## config.mk

```make
export PLATFORM = sky130hd
export DESIGN_NAME = ttpo_cell
export DESIGN_NICKNAME = d
export VERILOG_FILES = /design/src/sv/ttpo_pkg.sv /design/src/sv/ttpo_cell.sv
export SDC_FILE = /design/constraint.sdc
export NUM_CORES = 1
export LEC_CHECK = 0
export ABC_AREA = 1
export ABC_CLOCK_PERIOD_IN_PS = 10000
export BUFFER_PORTS_ARGS = -buffer_cell sky130_fd_sc_hd__buf_2
export CAP_MARGIN = 40
export CORE_UTILIZATION = 45
export DETAILED_ROUTE_END_ITERATION = 10
export PLACE_DENSITY = 0.86
export SYNTH_ARGS = -nofsm -noshare
export SYNTH_HDL_FRONTEND = slang
export SYNTH_SLANG_ARGS = --single-unit
```

## constraint.sdc

```tcl
create_clock -name clk -period 10 [get_ports clk]
set_input_delay 2 -clock clk [delete_from_list [all_inputs] [get_ports clk]]
set_output_delay 2 -clock clk [all_outputs]
set_load 0.005 [all_outputs]
```

## src/sv/ttpo_pkg.sv

```systemverilog
// shared types, codes and the ordering compare for the task table orderer
// no dependencies
package ttpo_pkg;

  localparam int CNT_W = 6;

  typedef struct packed {
    logic [15:0] ident;
    logic [15:0] duration;
    logic [15:0] deadline;
    logic [1:0]  prio;
  } entry_t;

  typedef enum logic [2:0] {
    FN_ADD   = 3'd0,
    FN_UPD   = 3'd1,
    FN_DEL   = 3'd2,
    FN_LIST  = 3'd3,
    FN_ORDER = 3'd4
  } func_t;

  typedef enum logic [2:0] {
    ST_OK        = 3'd0,
    ST_NOT_FOUND = 3'd1,
    ST_FULL      = 3'd2,
    ST_EMPTY     = 3'd3,
    ST_BAD       = 3'd4
  } status_t;

  typedef enum logic [1:0] {
    KEY_DEADLINE = 2'd0,
    KEY_PRIORITY = 2'd1,
    KEY_DURATION = 2'd2,
    KEY_NONE     = 2'd3
  } key_t;

  typedef enum logic [1:0] {
    CM_HOLD = 2'd0,
    CM_LOAD = 2'd1,
    CM_ROT  = 2'd2,
    CM_SORT = 2'd3
  } cell_mode_t;

  typedef struct packed {
    cell_mode_t       mode;
    logic [CNT_W-1:0] sel;
    logic             push;
    entry_t           push_ent;
    logic [CNT_W-1:0] len;
    logic             parity;
    logic [1:0]       key;
  } cell_ctrl_t;

  // a strictly before b under key
  function automatic logic goes_before(logic [1:0] key, entry_t a, entry_t b);
    logic r;
    case (key)
      KEY_DEADLINE: r = a.deadline < b.deadline;
      KEY_PRIORITY: r = a.prio > b.prio;
      default:      r = a.duration < b.duration;
    endcase
    return r;
  endfunction

endpackage

```

## src/sv/ttpo_cell.sv

```systemverilog
// one table entry: load, rotate toward the head, or odd-even compare-exchange
// depends on ttpo_pkg
module ttpo_cell #(
  parameter int IDX = 0
) (
  input  logic                clk,
  input  ttpo_pkg::cell_ctrl_t ctrl,
  input  ttpo_pkg::entry_t    left_i,
  input  ttpo_pkg::entry_t    right_i,
  output ttpo_pkg::entry_t    ent_o
);

  localparam logic [ttpo_pkg::CNT_W-1:0] MY_IDX = ttpo_pkg::CNT_W'(IDX);
  localparam logic [ttpo_pkg::CNT_W-1:0] NX_IDX = ttpo_pkg::CNT_W'(IDX + 1);
  localparam logic                       MY_PAR = 1'(IDX % 2);

  ttpo_pkg::entry_t ent_r;
  ttpo_pkg::entry_t ent_nxt;

  always_comb begin
    ent_nxt = ent_r;
    unique case (ctrl.mode)
      ttpo_pkg::CM_LOAD: begin
        if (ctrl.sel == MY_IDX) ent_nxt = ctrl.push_ent;
      end
      ttpo_pkg::CM_ROT: begin
        if (MY_IDX < ctrl.sel) ent_nxt = right_i;
        else if (MY_IDX == ctrl.sel && ctrl.push) ent_nxt = ctrl.push_ent;
      end
      ttpo_pkg::CM_SORT: begin
        if (MY_PAR == ctrl.parity) begin
          if (NX_IDX < ctrl.len && ttpo_pkg::goes_before(ctrl.key, right_i, ent_r))
            ent_nxt = right_i;
        end else begin
          if (IDX >= 1 && MY_IDX < ctrl.len && ttpo_pkg::goes_before(ctrl.key, ent_r, left_i))
            ent_nxt = left_i;
        end
      end
      default: ent_nxt = ent_r;
    endcase
  end

  always_ff @(posedge clk) begin
    ent_r <= ent_nxt;
  end

  assign ent_o = ent_r;

endmodule

```

==> results.toml, run 1 <==
[logic_synthesis]
yosys.area.top_type = "edfxtp_1"
avgSynthCellArea_um2 = 10.19
syn-num-nets = 517
async_flop_share = 0
netlist_area_mm2 = 0.003219
ys_types = 21
yosysWarningCount = 0
postSynthCellCount = 316
synthTopCellsByArea = "edfxtp_1 47%, mux2i_1 15%, ha_1 12%"
ys_seq_area_frac = 0.4664
synth_top_cell_area_share = 0.4664
ys_ff_latch = 50
synth_edf_count = 50
synth_flop_cell = "edfxtp_1"

[final_layout]
areaGrowthSynthToFinish_pct = 30.43
fillers = 626
nNetsFinal = 687
antenna_cells = 0
drive_gt1_frac = 0.3655
largest_register_ffs = 50

[route]
vias_per_cell = 4.592
drc = 0
drtIter0Drc = 77
routedWlPerCell_um = 11.88
antenna_left = 0
vias = 2677
routed_wirelength_mm = 6.926
firstDrtPassIters = 4

[floorplan]
ios = 219
dieArea_mm2 = 0.007496
initial_core_util = 0.4687
dieWidth_um = 86.58
die_h_um = 86.58
rows = 30
core-area_mm2 = 0.006869

[global_route]
grt_pass1_wl_mm = 10.68
gr-usage-all-layers = 0.1823
antenna_found_initial = 0
grt_overflow = 0
grt_pass1_vias = 2625
grt_max_degree = 51

[hold_path]
min_path_type = "flip-flop to flip-flop"
hold_end = "ent_o[10]$_DFFE_PP_"
hold_start = "ent_o[0]$_DFFE_PP_"
holdPathStages = 7

[cts]
post_cts_resized = 0
clock_path_buffers = 2
numCtsBuffers = 5
cts_hold_buf = 0
root_buffer = "clkbuf_8"
cts_sinks = 50
htree_levels = 2
insertion_delay_ns = 0.29
clk_pin_slew_ns = 0.09
cts_tree = "yes"
postCtsSetupBuffers = 0

[critical_path]
cp_max_fo = 50
cp_data_arrival_time_ns = 3.85
path_cells = "buf_2 -> ha_1 -> a21oi_1 -> nor2_1 -> nor3_1 -> nand2_1 -> nand2_1 -> nand2_1 -> nand2_1 -> nand3_1 -> a21oi_4 -> buf_4"
cp.required_ns = 9.93
reg2reg_slack_ns = 7.51
crit_path_end_kind = "flip-flop"
r2r-end = "ent_o[34]$_DFFE_PP_"
cpMaxStageDelayCell = "buf_4"
rr_startpoint = "ent_o[23]$_DFFE_PP_"
critPathLaunch = "right_i[7]"
slowest_delay_ns = 0.55
rr_worst_depth = 12
critPathLaunchType = "input pin"
critPathBufInv = 2
crit_top_cell = "nand2_1"
worstSetupPathType = "input pin to flip-flop"
crit_family = "buffers and inverters"

[pwr]
p_leak_nw = 2.424
peakVddDrop_mv = 0.06630
p_per_area_mw_per_mm2 = 114.3
totalPowerFinal_uw = 479.9

[outcome]
status = "finished clean"

[timing]
fin_setup_tns_ns = 0
finalSetupViolCount = 0
post-route-period-util = 0.3923
period_minus_slack_ns = 3.923
setup_ws_ns = 6.077
fin_hold_ws_ns = 1.473
drv_slew = 0
rsz0062_at_grt = "false"
worst_slew_pin_slew_ns = 0.8676
fmax_ghz = 0.2549
fin_skew_ns = 0.007716
slew_headroom = 0.4216
final_hold_viol_count = 0

[job]
maxCapViolations = 0

[placed_design]
io_buffers = 167
routabilityCongestion = 0.7285
dp_slack_ns = 5.750
hpwl_mm = 5.530
-- placed cells by master (no fill, tap or decap), types with 2 or more instances in the layout --
cell and count:
a21oi_1 13, buf_2 167, clkbuf_8 5, clkinv_1 3
edfxtp_1 50, ha_1 32, inv_1 96, mux2i_1 49
nand2_1 39, nand3_1 4, nor2_1 12, nor3_1 3
o21ai_0 2
-- synth_stat cells, types with 2 or more instances --
cell      number
nand3_1        4
a21oi_1       14
ha_1          32
nor3_1         3
nand2_1       39
nor2_1        12
o21ai_0        2
edfxtp_1      50
mux2i_1       49
inv_1         96
buf_8          5
-- logic make-up after synthesis --
kind of cell,synth area share
adders and majority gates,0.1244
DFF,0.4664
buffers and inverters,0.1353
and+or+nand+nor,0.08317
AOI/OAI and AO/OA,0.03382
muxes,0.1570
-- power by group --
group          internal (mW)  switching [mW]  total (mW)
registers              0.251         0.00565       0.257
clock network         0.0469          0.0634       0.110
logic                 0.0548          0.0581       0.113
-- how the worst max path moves through the flow --
stage / end / slack, ns / cells after the start
after CTS: ent_o[38]$_DFFE_PP_ / 6.06 / 12
after global placement: ent_o[28]$_DFFE_PP_ / 5.82 / 12
after floorplan: ent_o[0]$_DFFE_PP_ / 4.24 / 10
after global routing: ent_o[23]$_DFFE_PP_ / 5.91 / 12
final: ent_o[34]$_DFFE_PP_ / 6.08 / 12
after detailed placement: ent_o[25]$_DFFE_PP_ / 5.75 / 12
-- per-layer routing --
metal	vias to the layer above	GRT usage	part of all wire
li1	1356	-	-
met1	1208	0.1930	0.38
met2	103	0.3528	0.55
met3	10	0.04571	0.056
met4	0	0.05455	0.014
met5	-	0	0
-- per-stage QoR --
step                instances  utilization  cell area (um^2)
global route              583       0.6113              4199
CTS                       583       0.6113              4199
global placement          575       0.5996              4119
finish                    583       0.6113              4199
detailed placement        575       0.5996              4119
floorplan                 316            -              3219
-- worst reg2reg max path: cells and delay by family (launching register included) --
kind / cells / cell delay, ns
AND/OR/NAND/NOR: 7 / 0.56
AO/OA/AOI/OAI: 2 / 0.28
adder cells (fa/ha/maj): 1 / 0.23
buffers and inverters: 2 / 0.62
flip-flops: 1 / 0.40
-- area by class of cell --
cell class | count | area, um^2 | share of cell area
clock buffers | 5 | 68.82 | 0.01639
well taps | 96 | 120.1 | 0.02861
repair buffers | 168 | 843.3 | 0.2008
inverters | 96 | 360.3 | 0.08582
clock inverters | 3 | 11.26 | 0.002682
multi-input cells | 165 | 1294 | 0.3081
flip-flops and latches | 50 | 1501 | 0.3576
No activity file was read; power rests on OpenSTA's default activity.
==> run 2, diff against run 1 <==
==> config.mk (replaced) <==
export PLATFORM = sky130hd
export DESIGN_NAME = ttpo_cell
export DESIGN_NICKNAME = d
export VERILOG_FILES = /design/src/sv/ttpo_pkg.sv /design/src/sv/ttpo_cell.sv
export SDC_FILE = /design/constraint.sdc
export NUM_CORES = 1
export LEC_CHECK = 0
export ABC_AREA = 0
export ABC_CLOCK_PERIOD_IN_PS = 3500
export BUFFER_PORTS_ARGS = -buffer_cell sky130_fd_sc_hd__buf_2
export CAP_MARGIN = 40
export CORE_UTILIZATION = 37
export DETAILED_ROUTE_END_ITERATION = 10
export PLACE_DENSITY = 0.77
export SYNTH_ARGS = -nofsm -noshare
export SYNTH_HDL_FRONTEND = slang
export SYNTH_SLANG_ARGS = --single-unit
==> constraint.sdc (replaced) <==
create_clock -name clk -period 3.5 [get_ports clk]
set_input_delay 0.7 -clock clk [delete_from_list [all_inputs] [get_ports clk]]
set_output_delay 0.7 -clock clk [all_outputs]
set_load 0.005 [all_outputs]
==> run 2 against run 1 <==
Effect of this change:
- critical path depth fell by 3
- largest power group unchanged
- core utilization decreased by 8.9 points
- setup slack got worse by 5.1 ns
- sequential share of layout area up 1.0 points
- synthesized cell count decreased by 26%
- final area is 2.8% lower
- register-to-register slack got worse by 6.4 ns
- count of clock-buffer cells in the layout rose by 1
==> results.toml, run 2 <==
[logic_synthesis]
ys_top_cells_by_count = "50 x edfxtp_1, 45 x mux2_2, 33 x inv_1"
synth.most_common_cell = "edfxtp_1"
avgSynthCellArea_um2 = 12.90
synth_top_cell_area_share = 0.4994
netlist_area_mm2 = 0.003007
synthTopCellsByArea = "edfxtp_1 50%, mux2_2 17%, ha_1 13%"
syn-num-nets = 434
synth_flop_cell = "edfxtp_1"
synth_edf_count = 50
postSynthCellCount = 233
yosys.area.top_type = "edfxtp_1"
async_flop_share = 0
ys_seq_area_frac = 0.4994
ys_types = 30
yosysWarningCount = 0
ys_ff_latch = 50

[route]
drtIter0Drc = 27
drc = 0
routed_wirelength_mm = 6.867
antenna_left = 0
firstDrtPassIters = 4
vias = 2413
vias_per_cell = 4.741
routedWlPerCell_um = 13.49

[cts]
htree_levels = 2
cts_tree = "yes"
insertion_delay_ns = 0.30
post_cts_resized = 0
root_buffer = "clkbuf_8"
numCtsBuffers = 5
clk_pin_slew_ns = 0.09
postCtsSetupBuffers = 0
clock_path_buffers = 2
cts_hold_buf = 0
cts_sinks = 50

[floorplan]
initial_core_util = 0.3851
dieArea_mm2 = 0.008491
rows = 32
dieWidth_um = 92.15
die_h_um = 92.15
core-area_mm2 = 0.007807
ios = 219

[critical_path]
crit_path_end_kind = "flip-flop"
path_cells = "buf_2 -> ha_1 -> a21oi_1 -> o21ai_0 -> a221o_1 -> a31oi_1 -> o21ai_0 -> a31oi_4 -> buf_12"
cp_max_fo = 38
cp_data_arrival_time_ns = 2.52
crit_top_cell = "o21ai_0"
cpMaxStageDelayCell = "a221o_1"
slowest_delay_ns = 0.32
worstSetupPathType = "input pin to flip-flop"
cp.required_ns = 3.50
critPathLaunchType = "input pin"

[placed_design]
dpl.cell_count = 501
io_buffers = 167
placed_cell_area_mm2 = 0.003971
routabilityCongestion = 0.7432
hpwl_mm = 5.631

[pwr]
p_per_area_mw_per_mm2 = 373.4
peakVddDrop_mv = 0.2225
p_leak_nw = 1.958

[global_route]
grt_max_degree = 39
antenna_found_initial = 0
grt_pass1_vias = 2412
gr-usage-all-layers = 0.1627
grt_overflow = 0
grt_pass1_wl_mm = 10.81

[final_layout]
final_core_util = 0.5228
antenna_cells = 0
finalInstanceArea_mm2 = 0.004081
final_cell_mix = "167 x buf_2, 50 x edfxtp_1, 45 x mux2_2, 33 x inv_1, 32 x ha_1"
areaGrowthSynthToFinish_pct = 35.75
final_cells = 509
fillers = 730
mostFrequentLayoutCell = "buf_2"
largest_register_ffs = 50
drive_gt1_frac = 0.5553
nNetsFinal = 607

[job]
maxCapViolations = 0

[timing]
finalSetupViolCount = 0
post-route-period-util = 0.7212
period_minus_slack_ns = 2.524
rsz0062_at_grt = "false"
fmax_ghz = 0.3962
worst_slew_pin_slew_ns = 0.3686
final_hold_viol_count = 0
fin_setup_tns_ns = 0
slew_headroom = 0.7479
fin_skew_ns = 0.006124
fin_hold_ws_ns = 0.6716
drv_slew = 0

[hold_path]
min_path_type = "input pin to flip-flop"

[outcome]
status = "finished clean"
## run 2: cell count changes in the layout (fill, tap and decap cells not counted), sizes merged, moves of 3 or more
cell	previous run	this run
inv	96	33
mux2	1	49
mux2i	49	1
nand2	41	13
nor2	12	5
o21ai	2	9
a21oi	14	11
buf	168	171
clkinv	3	0
o21a	0	3
## run 2: per-layer routing
layer,GRT usage,routed length [um],up-vias
met5,0,0,-
met4,0.04297,48,0
met3,0.04229,500,4
met2,0.3078,3670,101
met1,0.1780,2647,1101
li1,-,-,1207
## run 2: final cells by class
| type | instances | area (um^2) | share of cell area |
|---|---|---|---|
| Clock inverter | 2 | 37.54 | 0.009197 |
| Tap cell | 102 | 127.6 | 0.03127 |
| Timing Repair Buffer | 171 | 878.3 | 0.2152 |
| Multi-Input combinational cell | 145 | 1340 | 0.3283 |
| Clock buffer | 6 | 72.57 | 0.01778 |
| Inverter | 33 | 123.9 | 0.03035 |
| Sequential cell | 50 | 1501 | 0.3679 |
## run 2: cell families after synthesis
kind of cell | count (synthesis) | synth area share
AO/OA/AOI/OAI | 34 | 0.07533
adder cells (fa/ha/maj) | 32 | 0.1332
buffers and inverters | 38 | 0.05992
flip-flops | 50 | 0.4994
multiplexers | 50 | 0.1869
AND/OR/NAND/NOR | 29 | 0.04537
## run 2: power by group
| group | internal [mW] | switching (mW) | leakage, nW |
|---|---|---|---|
| Combinational | 0.188 | 0.170 | 1.42 |
| Sequential | 0.736 | 0.0213 | 0.490 |
| Clock | 0.214 | 0.194 | 0.0514 |
| Total | 1.14 | 0.385 | 1.96 |
## run 2: critical path, delay by kind of cell
| kind | cells | cell delay (ns) |
|---|---|---|
| buffers and inverters | 2 | 0.37 |
| AO/OA/AOI/OAI | 6 | 1.13 |
| adder cells (fa/ha/maj) | 1 | 0.30 |
## run 2: final timing paths
path         slack [ns]  depth (start not counted)             endpoint           startpoint
max                0.98                          9  ent_o[12]$_DFFE_PP_          right_i[13]
min                0.67                          3   ent_o[0]$_DFFE_PP_              ctrl[9]
max reg2reg        1.08                          9  ent_o[12]$_DFFE_PP_  ent_o[13]$_DFFE_PP_
min reg2reg        1.27                          6  ent_o[17]$_DFFE_PP_  ent_o[25]$_DFFE_PP_
## run 2: per-stage QoR
| stage | total power, mW | setup WS [ns] |
|---|---|---|
| after floorplan | 0.9622 | 0.3656 |
| after global placement | 1.121 | 0.6297 |
| after detailed placement | 1.138 | 0.6395 |
| after CTS | 1.548 | 0.9577 |
| after global routing | 1.613 | 0.8256 |
| final | 1.524 | 0.9757 |
